`src/rtl/pcsc_pkg.sv`:
```
// Package for the PNG chunk stream checker.
// Holds the item structs, status and phase codes, and stream constants.
// No dependencies.
package pcsc_pkg;

    typedef enum logic [2:0] {
        ST_OK        = 3'd0,
        ST_SIGNATURE = 3'd1,
        ST_OVERFLOW  = 3'd2,
        ST_BAD_IHDR  = 3'd3,
        ST_ZERO_SIZE = 3'd4,
        ST_CRC       = 3'd5,
        ST_IEND_LEN  = 3'd6,
        ST_TRUNCATED = 3'd7
    } status_t;

    typedef enum logic [12:0] {
        PH_SIG       = 13'b0000000000001,
        PH_IHDR_LEN  = 13'b0000000000010,
        PH_IHDR_TYPE = 13'b0000000000100,
        PH_IHDR_W    = 13'b0000000001000,
        PH_IHDR_H    = 13'b0000000010000,
        PH_IHDR_REST = 13'b0000000100000,
        PH_IHDR_CRC  = 13'b0000001000000,
        PH_CH_LEN    = 13'b0000010000000,
        PH_CH_TYPE   = 13'b0000100000000,
        PH_CH_DATA   = 13'b0001000000000,
        PH_CH_CRC    = 13'b0010000000000,
        PH_IEND_CRC  = 13'b0100000000000,
        PH_DONE      = 13'b1000000000000
    } phase_t;

    typedef struct packed {
        logic [7:0] data_byte;
        logic       end_mark;
    } in_item_t;

    typedef struct packed {
        status_t     status;
        logic [30:0] image_width;
        logic [30:0] image_height;
    } out_item_t;

    // first signature byte in the top byte
    localparam logic [63:0] PNG_MAGIC = 64'h89504E470D0A1A0A;

    localparam logic [31:0] CRC_PRESET = 32'hFFFFFFFF;
    localparam logic [31:0] CRC_POLY   = 32'hEDB88320;
    localparam logic [31:0] TYPE_IHDR  = 32'h49484452;
    localparam logic [31:0] TYPE_IEND  = 32'h49454E44;
    localparam logic [31:0] IHDR_LEN   = 32'd13;

endpackage

```
`src/rtl/pcsc_crc32_byte.sv`:
```
// One-byte update of the reflected CRC-32 register.
// Depends on pcsc_pkg for the polynomial.
module pcsc_crc32_byte
    import pcsc_pkg::*;
(
    input  logic [31:0] crc_in,
    input  logic [7:0]  data_in,
    output logic [31:0] crc_out
);

    always_comb begin
        logic [31:0] c;
        c = crc_in ^ {24'd0, data_in};
        for (int i = 0; i < 8; i++) begin
            c = c[0] ? ((c >> 1) ^ CRC_POLY) : (c >> 1);
        end
        crc_out = c;
    end

endmodule

```
`config.mk`:
```
export PLATFORM = sky130hd
export DESIGN_NAME = pcsc_crc32_byte
export DESIGN_NICKNAME = d
export VERILOG_FILES = /design/src/rtl/pcsc_pkg.sv /design/src/rtl/pcsc_crc32_byte.sv
export SDC_FILE = /design/constraint.sdc
export NUM_CORES = 1
export LEC_CHECK = 0
export BUFFER_PORTS_ARGS = -buffer_cell sky130_fd_sc_hd__clkbuf_2
export CORE_MARGIN = 4
export CORE_UTILIZATION = 38
export DETAILED_ROUTE_END_ITERATION = 7
export PLACE_DENSITY = 0.81
export SLEW_MARGIN = 15
export SYNTH_ARGS = -nofsm -noshare
export SYNTH_HDL_FRONTEND = slang
export SYNTH_SLANG_ARGS = --single-unit
```
`constraint.sdc`:
```
create_clock -name vclk -period 1.8
set_input_delay 0.36 -clock vclk [all_inputs]
set_output_delay 0.36 -clock vclk [all_outputs]
set_load 0.01 [all_outputs]
```
==> key figures, run 1 <==
Placed design
  – I/O Buffers: 72
  – GPL Wtd Cong: 0.7941
  – HPWL after DPL: 2256 um
  – Inst Count DP: 196

Synthesis
  – Post-synth cell types: 10
  – Synth Area in Simple Gates: 0%
  – Post-Syn Nets: 107
  – Complex-gate fraction of the synthesized area: 0%
  – Post-synthesis cell count: 67
  – Count of yosys warnings during synthesis: 0
  – Mapped Area: 924.6 um^2
  – Adder-Cell Fraction of Synth Area: 0%
  – Seq/Total Area, Yosys: 0%
  – Synthesized area per cell: 13.80 um^2
  – Post-synthesis xor/xnor area fraction: 99.59%
  – Multiplexer share of the synthesized area: 0%
  – Largest family of logic cells by synthesized area: XOR/XNOR gates

STA
  – GR repair worst EP: crc_out[26]
  – Worst endpoint type: top-level output

Die
  – Die width: 57.33 um
  – Die Ht: 57.33 um
  – Row count: 17
  – Io pins: 72
  – Starting Density: 41.01%

Outcome
  – Stop stage: global routing
  – Run Error: [ERROR DPL-0038] Utilization greater than 100%, impossible to legalize
  – Status: did not finish

CTS
  – Hold buffers post-CTS: 0

Global route
  – Largest net degree at the start of global routing: 7
## cells in the mapped netlist
| cell | instances | area, um^2 |
|---|---|---|
| xnor2_2 | 6 | 97.59 |
| inv_1 | 1 | 3.750 |
| xor2_2 | 2 | 32.53 |
| xnor3_2 | 1 | 23.77 |
| xnor2_4 | 2 | 55.05 |
| xnor3_4 | 1 | 26.28 |
| xor3_1 | 5 | 118.9 |
| xnor3_1 | 10 | 225.2 |
| xor2_1 | 9 | 78.83 |
| xnor2_1 | 30 | 262.8 |
## metrics by stage
stage	area [um^2]	setup TNS [ns]	hold WS (ns)	worst slack (ns)
floorplan	977.2	-0.08190	0.8077	-0.07391
global placement	1590	-2.368	0.9797	-0.1845
detailed placement	1590	-3.119	0.9844	-0.2267
CTS	2064	-1.805	0.9864	-0.1897
## logic make-up after synthesis
logic type | after synthesis
XOR/XNOR | 66
buffers and inverters | 1
## what timing repair did
| action | 4_1_cts |
|---|---|
| endpoints found under the hold margin | 0 |
| buffers inserted | 13 |
| gates resized for setup | 44 |
| endpoints found under the setup margin | 23 |
| gates cloned | 0 |
| pin swaps | 20 |
==> run 2: changes to the inputs <==
--- a/config.mk
+++ b/config.mk
@@ -6,10 +6,10 @@
 export NUM_CORES = 1
 export LEC_CHECK = 0
 export BUFFER_PORTS_ARGS = -buffer_cell sky130_fd_sc_hd__clkbuf_2
-export CORE_MARGIN = 4
-export CORE_UTILIZATION = 38
+export CORE_AREA = 4 4 65 67
 export DETAILED_ROUTE_END_ITERATION = 7
-export PLACE_DENSITY = 0.81
+export DIE_AREA = 0 0 69 71
+export PLACE_DENSITY_LB_ADDON = 0.15
 export SLEW_MARGIN = 15
 export SYNTH_ARGS = -nofsm -noshare
 export SYNTH_HDL_FRONTEND = slang
==> constraint.sdc (replaced) <==
create_clock -name vclk -period 2.3
set_input_delay 0.46 -clock vclk [all_inputs]
set_output_delay 0.46 -clock vclk [all_outputs]
set_load 0.01 [all_outputs]
==> key figures, run 2 <==
Synthesis
  – Most instantiated cells after synthesis: 30 x xnor2_1, 10 x xnor3_1, 9 x xor2_1, 6 x xnor2_2, 5 x xor3_1
  – Largest family of logic cells by synthesized area: XOR/XNOR gates
  – Post-synthesis cell count: 67 (unchanged)
  – Post-Syn Nets: 107 (unchanged)
  – Multiplexer share of the synthesized area: 0% (unchanged)
  – Synthesized area per cell: 13.80 um^2 (unchanged)
  – Synth Area in Simple Gates: 0% (unchanged)
  – Count of yosys warnings during synthesis: 0 (unchanged)
  – Seq/Total Area, Yosys: 0% (unchanged)
  – Most frequent cell after synthesis: xnor2_1
  – Complex-gate fraction of the synthesized area: 0% (unchanged)
  – Post-synth top area share: 28.42% (unchanged)
  – Adder-Cell Fraction of Synth Area: 0% (unchanged)
  – Post-synthesis xor/xnor area fraction: 99.59% (unchanged)
  – Post-synth cell types: 10 (unchanged)
  – Post-synth top area cell: xnor2_1
  – Synth area leaders: xnor2_1 28%, xnor3_1 24%, xor3_1 13%, xnor2_2 11%, xor2_1 8.5%
  – Mapped Area: 924.6 um^2 (unchanged)

Critical path
  – Critical path origin: crc_in[5]
  – Crit Path Category: in2out
  – Slowest stage delay, CP: 0.50 ns
  – CP most frequent cell: clkbuf_2
  – Critical Path Source Type: input pin
  – Worst setup EP type: output pin
  – Critical Path AT: 1.79 ns
  – CP max stage cell: xnor3_2
  – CP top delay family: XOR/XNOR gates
  – CP Buf/Inv Count: 2
  – Worst Path Max Fanout: 3
  – CP Cell Sequence: clkbuf_2 -> xnor2_2 -> xnor3_2 -> xnor3_1 -> clkbuf_2
  – Critical Path RT: 1.84 ns

Die
  – Row count: 22 (+5)
  – Die Ht: 71 um (+24%)
  – Area of the die: 4899 um^2
  – Starting Density: 25.45% (-16 points)
  – Core area: 3633 um^2
  – Die width: 69 um (+20%)
  – Io pins: 72 (unchanged)

STA
  – Measured slew at the worst slew-check pin: 0.4588 ns
  – Final Hold Fails: 0
  – Min Tclk post-route: 2.246 ns
  – Unrepaired setup endpoints after global routing: yes
  – Max transition margin: 69.19%
  – Setup-failing EPs final: 0
  – Fmax: 445.2 MHz
  – Period utilisation layout: 97.65%
  – Slew Viols, Final: 0
  – Final TNS setup: 0 ns

Route
  – DR DRC count: 0
  – Post-route ant nets: 0
  – Total wire length: 2394 um
  – Total iterations of the first detailed-routing run: 3
  – Vias: 813
  – Vias per std cell: 3.853
  – Initial DRC count: 8
  – Wire per inst: 11.35 um

Layout
  – # nets final: 205
  – Area growth syn-to-layout: 68.20%
  – Clk_buf instances: 0
  – Register area: 0 um^2
  – Layout cell share with drive strength beyond 1: 66.87%
  – Finished Cell Area: 1555 um^2
  – Diode count: 0
  – Commonest non-fill, non-tap cell in the layout: clkbuf_2
  – Number of sequential cells: 0
  – Most frequent cells in the layout: 72 x clkbuf_2, 29 x xnor2_1, 24 x buf_4
  – Fill cell count: 387

Pwr
  – Pwr/cell area: 643.9 nW/um^2
  – VDD IR max: 266.8 uV
  – Leakage power total: 0.8690 nW
  – Total Power: 1.001 mW

Outcome
  – Status: finished, final reports clean

Global route
  – Initial antenna violation count: 0
  – Global route overflow: 0
  – Gr usage total: 9.361%
  – Number of global-route vias before repair: 886
  – Largest net degree at the start of global routing: 7
  – First-pass GRT wire length: 3967 um

Min path
  – Hold Crit Class: in2out
  – Hold path start: crc_in[19]

Placed design
  – Placement Cell Area: 1510 um^2 (-5.0%)
  – HPWL after DPL: 2199 um (-2.5%)
  – GPL Wtd Cong: 0.7140 (-10%)
  – I/O Buffers: 72 (unchanged)

Run
  – Max cap viols: 0

CTS
  – Hold buffers post-CTS: 0 (unchanged)
run 2: cell counts after synthesis:
No cell type changed its count.
run 2: layout make-up:
type,count,area [um^2],area share [%]
well taps,48,60.06,3.862
inverters,1,3.754,0.2414
repair buffers,96,540.5,34.75
multi-input cells,66,950.9,61.14
run 2: where the power goes:
part	total (mW)	internal [mW]	switching (mW)
Combinational	1.00	0.563	0.438
Sequential	0	0	0
Clock	0	0	0
run 2: cell families after synthesis:
group / after synthesis
XOR/XNOR: 66
buffers and inverters: 1
run 2: final timing paths:
path  cells after the start     endpoint  slack [ns]
min                       3  crc_out[11]        1.18
max                       5  crc_out[18]        0.05
run 2: layer usage:
metal,up-vias,track usage (%),share of wire (%)
met4,0,0,0
li1,408,-,-
met1,361,11.84,42
met3,0,1.705,7.8
met5,-,0,0
met2,44,17.58,50
run 2: timing repair:
| item | in CTS | in global routing |
|---|---|---|
| hold endpoints to repair | 0 | 0 |
| buffers inserted | 1 | 1 |
| pin swaps | 3 | 2 |
| gates resized for setup | 1 | 2 |
| setup endpoints to repair | 5 | 5 |
run 2: through the flow:
stage                     utilization, %  worst slack [ns]  hold WS [ns]  std cells
after floorplan                        -            0.1273         1.008         67
after global placement             41.56          -0.07135         1.180        209
after detailed placement           41.56          -0.06515         1.186        209
after CTS                          42.08         -0.007138         1.186        210
after global routing               42.80         -0.003201         1.200        211
final                              42.80           0.05406         1.182        211
(Power assumes the default switching activity.)
==> run 3: changes to the inputs <==
--- a/config.mk
+++ b/config.mk
@@ -6,9 +6,9 @@
 export NUM_CORES = 1
 export LEC_CHECK = 0
 export BUFFER_PORTS_ARGS = -buffer_cell sky130_fd_sc_hd__clkbuf_2
-export CORE_AREA = 4 4 65 67
+export CORE_MARGIN = 4
+export CORE_UTILIZATION = 25
 export DETAILED_ROUTE_END_ITERATION = 7
-export DIE_AREA = 0 0 69 71
 export PLACE_DENSITY_LB_ADDON = 0.15
 export SLEW_MARGIN = 15
 export SYNTH_ARGS = -nofsm -noshare
==> key figures, run 3 (synthesis gave the netlist of run 2 again) <==
Global route
  – First-pass GRT wire length: 3484 um (-12%)
  – Number of global-route vias before repair: 790 (-11%)
  – Largest net degree at the start of global routing: 7 (unchanged)
  – Gr usage total: 9.417% (+0.056 points)
  – Initial antenna violation count: 0 (unchanged)
  – Global route overflow: 0 (unchanged)

Critical path
  – Worst Path Max Fanout: 3 (unchanged)
  – CP max stage cell: xnor3_2
  – Crit Path Category: in2out
  – Worst setup EP type: output pin
  – Critical Path Source Type: input pin
  – Critical Path RT: 1.84 ns (about the same)
  – Slowest stage delay, CP: 0.49 ns (about the same)
  – Critical Path AT: 1.77 ns (-0.02 ns)
  – CP Cell Sequence: clkbuf_4 -> xnor2_4 -> xnor3_2 -> xor3_1 -> clkbuf_2

Run
  – Max cap viols: 0 (unchanged)

Pwr
  – Combinational Power Share: 100.0% (about the same)
  – Int Pwr: 566.4 uW (+0.53%)
  – Sw Share: 43.63% (-0.10 points)
  – Seq pwr share: 0% (unchanged)
  – Pwr/cell area: 653.5 nW/um^2 (+1.5%)
  – Leakage power total: 0.8565 nW (-1.4%)
  – Switch Pwr: 438.5 uW (+0.11%)
  – VDD IR max: 256.9 uV (-3.7%)
  – Clock power frac: 0% (unchanged)

STA
  – Min Tclk post-route: 2.229 ns (-0.01684 ns)
  – Unrepaired setup endpoints after global routing: no
  – Fmax: 448.6 MHz (+0.76%)
  – Final TNS setup: 0 ns (unchanged)
  – Slew Viols, Final: 0 (unchanged)
  – Final Hold Fails: 0 (unchanged)
  – Period utilisation layout: 96.92% (-0.73 points)
  – Max transition margin: 74.88% (+5.7 points)
  – Measured slew at the worst slew-check pin: 0.3741 ns (-0.08468 ns)
  – Setup-failing EPs final: 0 (unchanged)

Layout
  – Clk_buf instances: 0 (unchanged)
  – Register area: 0 um^2 (unchanged)
  – Area growth syn-to-layout: 66.31%
  – Layout cell share with drive strength beyond 1: 66.88% (about the same)
  – # nets final: 202 (-1.5%)
  – Diode count: 0 (unchanged)
  – Number of sequential cells: 0 (unchanged)
  – Most frequent cells in the layout: 71 x clkbuf_2, 29 x xnor2_1, 20 x buf_4
  – Finished Cell Area: 1538 um^2 (-1.1%)
  – Commonest non-fill, non-tap cell in the layout: clkbuf_2
  – Final Core Density: 44.67% (+1.9 points)
  – Fin cells: 206 (-2.4%)

Placed design
  – HPWL after DPL: 2227 um (+1.2%)
  – I/O Buffers: 72 (unchanged)
  – Placement Cell Area: 1470 um^2 (-2.7%)
  – Inst Count DP: 202 (-3.3%)
  – GPL Wtd Cong: 0.6354 (-11%)

Die
  – Row count: 21 (-4.5%)
  – Io pins: 72 (unchanged)
  – Area of the die: 4736 um^2 (-3.3%)
  – Starting Density: 26.86% (+1.4 points)
  – Core area: 3442 um^2 (-5.3%)
  – Die Ht: 68.82 um (-3.1%)
  – Die width: 68.82 um (-0.27%)

Route
  – Total wire length: 2473 um (+3.3%)
  – Post-route ant nets: 0 (unchanged)
  – Wire per inst: 12.00 um (+5.8%)
  – DR DRC count: 0 (unchanged)
  – Initial DRC count: 2 (-6)
  – Vias: 773 (-4.9%)
  – Vias per std cell: 3.752 (-2.6%)
  – Total iterations of the first detailed-routing run: 3 (unchanged)

Min path
  – Hold path start: crc_in[18]
  – Hold Crit Depth: 3 (unchanged)
  – Hold EP: crc_out[10]
  – Hold Crit Class: in2out

Outcome
  – Status: finished, final reports clean

CTS
  – Hold buffers post-CTS: 0 (unchanged)
==> run 3: critical path: cells and delay by family <==
family	cells	cell delay (ns)
XOR/XNOR	3	1.02
buffers and inverters	2	0.28
==> run 3: how the worst max path moves through the flow <==
| stage | start | endpoint | slack [ns] | depth (start not counted) |
|---|---|---|---|---|
| floorplan | data_in[4] | crc_out[24] | 0.13 | 3 |
| global placement | data_in[2] | crc_out[24] | -0.07 | 5 |
| detailed placement | data_in[2] | crc_out[24] | -0.08 | 5 |
| global route | data_in[3] | crc_out[5] | 0.01 | 6 |
| finish | crc_in[5] | crc_out[21] | 0.07 | 5 |
| CTS | data_in[3] | crc_out[5] | 0.02 | 6 |
==> run 3: layer usage <==
layer	share of wire (%)	GRT usage (%)	vias to the layer above
met2	50	18.71	42
met4	0	0	0
met5	0	0	-
met1	40	11.44	328
met3	9.9	0.9724	0
li1	-	-	403
==> run 3: area by class of cell <==
cell class,instances,area (um^2)
fillers,351,1904
inverters,1,3.754
multi-input cells,66,952.2
well taps,46,57.56
repair buffers,93,524.3
==> run 3: through the flow <==
stage / setup slack (ns) / hold WS, ns / power (mW)
finish: 0.07090 / 1.180 / 1.005
global route: 0.01291 / 1.191 / 1.086
CTS: 0.01835 / 1.183 / 1.020
detailed placement: -0.07773 / 1.184 / 0.9933
global placement: -0.07287 / 1.181 / 0.9871
floorplan: 0.1273 / 1.008 / 0.6233
==> run 3: power by group through the flow <==
stage	Combinational, mW	Sequential [mW]	Clock, mW
global placement	0.987	0	0
floorplan	0.623	0	0
CTS	1.02	0	0
global route	1.09	0	0
finish	1.00	0	0
detailed placement	0.993	0	0
==> run 3: what timing repair did <==
action	in CTS	in global routing
setup endpoints to repair	6	4
resized for setup	3	3
pin swaps	4	0
buffers inserted	4	0
==> run 4: changes to the inputs <==
--- a/config.mk
+++ b/config.mk
@@ -9,7 +9,8 @@
 export CORE_MARGIN = 4
 export CORE_UTILIZATION = 25
 export DETAILED_ROUTE_END_ITERATION = 7
-export PLACE_DENSITY_LB_ADDON = 0.15
+export PLACE_DENSITY = 0.54
+export SETUP_SLACK_MARGIN = 0.15
 export SLEW_MARGIN = 15
 export SYNTH_ARGS = -nofsm -noshare
 export SYNTH_HDL_FRONTEND = slang
==> key figures, run 4 (synthesis gave the netlist of run 2 again) <==
Outcome
  – Status: finished, final reports clean

Critical path
  – Worst setup EP type: output pin
  – Worst Path Max Fanout: 3 (unchanged)
  – Critical Path AT: 1.70 ns (-0.07 ns)
  – Worst setup path endpoint: crc_out[24]
  – Critical Path RT: 1.84 ns (about the same)
  – Crit Path Category: in2out
  – Critical path origin: crc_in[5]
  – Critical Path Source Type: input pin

Route
  – Post-route ant nets: 0 (unchanged)
  – Initial DRC count: 2 (unchanged)
  – Vias per std cell: 3.795 (+1.1%)
  – Total wire length: 2537 um (+2.6%)
  – DR DRC count: 0 (unchanged)
  – Vias: 831 (+7.5%)
  – Wire per inst: 11.58 um (-3.5%)
  – Total iterations of the first detailed-routing run: 4 (+1)

Layout
  – Fill cell count: 336 (-4.3%)
  – Finished Cell Area: 1757 um^2 (+14%)
  – # nets final: 215 (+6.4%)
  – Area growth syn-to-layout: 89.99%
  – Clk_buf instances: 0 (unchanged)
  – Number of sequential cells: 0 (unchanged)
  – Fin cells: 219 (+6.3%)
  – Diode count: 0 (unchanged)
  – Commonest non-fill, non-tap cell in the layout: clkbuf_2
  – Area of the multi-input gates: 998.5 um^2 (+4.9%)
  – Most frequent cells in the layout: 66 x clkbuf_2, 26 x xnor2_1, 24 x buf_4
  – Final Core Density: 51.04% (+6.4 points)
  – Register area: 0 um^2 (unchanged)
  – Layout cell share with drive strength beyond 1: 73.41% (+6.5 points)

STA
  – Period utilisation layout: 93.95% (-3.0 points)
  – Min Tclk post-route: 2.161 ns (-0.06815 ns)
  – Fmax: 462.8 MHz (+3.2%)
  – Unrepaired setup endpoints after global routing: yes
  – Measured slew at the worst slew-check pin: 0.2494 ns (-0.1248 ns)
  – Slew Viols, Final: 0 (unchanged)
  – Setup-failing EPs final: 0 (unchanged)
  – Final Hold Fails: 0 (unchanged)
  – Max transition margin: 83.29% (+8.4 points)

Run
  – Max cap viols: 0 (unchanged)

Placed design
  – Placement Cell Area: 1485 um^2 (+1.0%)
  – Inst Count DP: 201 (-0.50%)
  – GPL Wtd Cong: 0.6851 (+7.8%)
  – I/O Buffers: 72 (unchanged)
  – HPWL after DPL: 2129 um (-4.4%)

Min path
  – Hold Crit Class: in2out
  – Hold path start: crc_in[18]

Die
  – Area of the die: 4736 um^2 (unchanged)
  – Starting Density: 26.86% (unchanged)
  – Die width: 68.82 um (unchanged)
  – Core area: 3442 um^2 (unchanged)
  – Row count: 21 (unchanged)
  – Io pins: 72 (unchanged)
  – Die Ht: 68.82 um (unchanged)

CTS
  – Hold buffers post-CTS: 0 (unchanged)

Global route
  – Global route overflow: 0 (unchanged)
  – First-pass GRT wire length: 3539 um (+1.6%)
  – Number of global-route vias before repair: 813 (+2.9%)
  – Gr usage total: 9.763% (+0.35 points)
  – Initial antenna violation count: 0 (unchanged)
  – Largest net degree at the start of global routing: 7 (unchanged)

Pwr
  – Leakage power total: 0.9649 nW (+13%)
  – VDD IR max: 215.2 uV (-16%)
  – Pwr/cell area: 634.9 nW/um^2 (-2.8%)
## run 4: layout make-up
| cell class | count | share of cell area (%) |
|---|---|---|
| Tap cell | 46 | 3.276 |
| Inverter | 1 | 0.2137 |
| Multi-Input combinational cell | 66 | 56.84 |
| Timing Repair Buffer | 106 | 39.67 |
## run 4: power breakdown
part           leakage, nW  switching [mW]  internal (mW)
combinational        0.965           0.463          0.652
sequential               0               0              0
clock                    0               0              0
## run 4: how the worst min path moves through the flow
stage                        to  slack [ns]  cells after the start
CTS                 crc_out[10]        1.19                      3
global route         crc_out[6]        1.20                      3
finish              crc_out[10]        1.18                      3
floorplan            crc_out[0]        1.01                      1
detailed placement  crc_out[10]        1.18                      3
global placement     crc_out[0]        1.18                      3
## run 4: stage by stage
stage / hold slack, ns / total power [mW] / setup TNS (ns) / worst slack [ns]
after floorplan: 1.008 / 0.6276 / 0 / 0.1603
after global placement: 1.182 / 0.9948 / -0.006205 / -0.006205
after detailed placement: 1.185 / 1.002 / -0.02234 / -0.02234
after CTS: 1.185 / 1.088 / 0 / 0.1170
after global routing: 1.199 / 1.206 / 0 / 0.09533
final: 1.181 / 1.115 / 0 / 0.1390
## run 4: layer usage
metal / GRT usage, % / share of wire [%]
met1: 12.16 / 37
met2: 19.07 / 51
met3: 0.9724 / 12
met4: 0 / 0
met5: 0 / 0
## run 4: critical path, cell delays in order
cell	delay (ns)
buf_8	0.11
xnor2_4	0.16
xnor3_2	0.48
xnor3_4	0.34
buf_8	0.14
## run 4: repair_timing
action                                  4_1_cts  5_1_grt
pin swaps                                    11        7
endpoints found under the setup margin       10       15
endpoints found under the hold margin         0        0
setup buffers                                13        5
resized for setup                            11       19
gates cloned                                  0        0
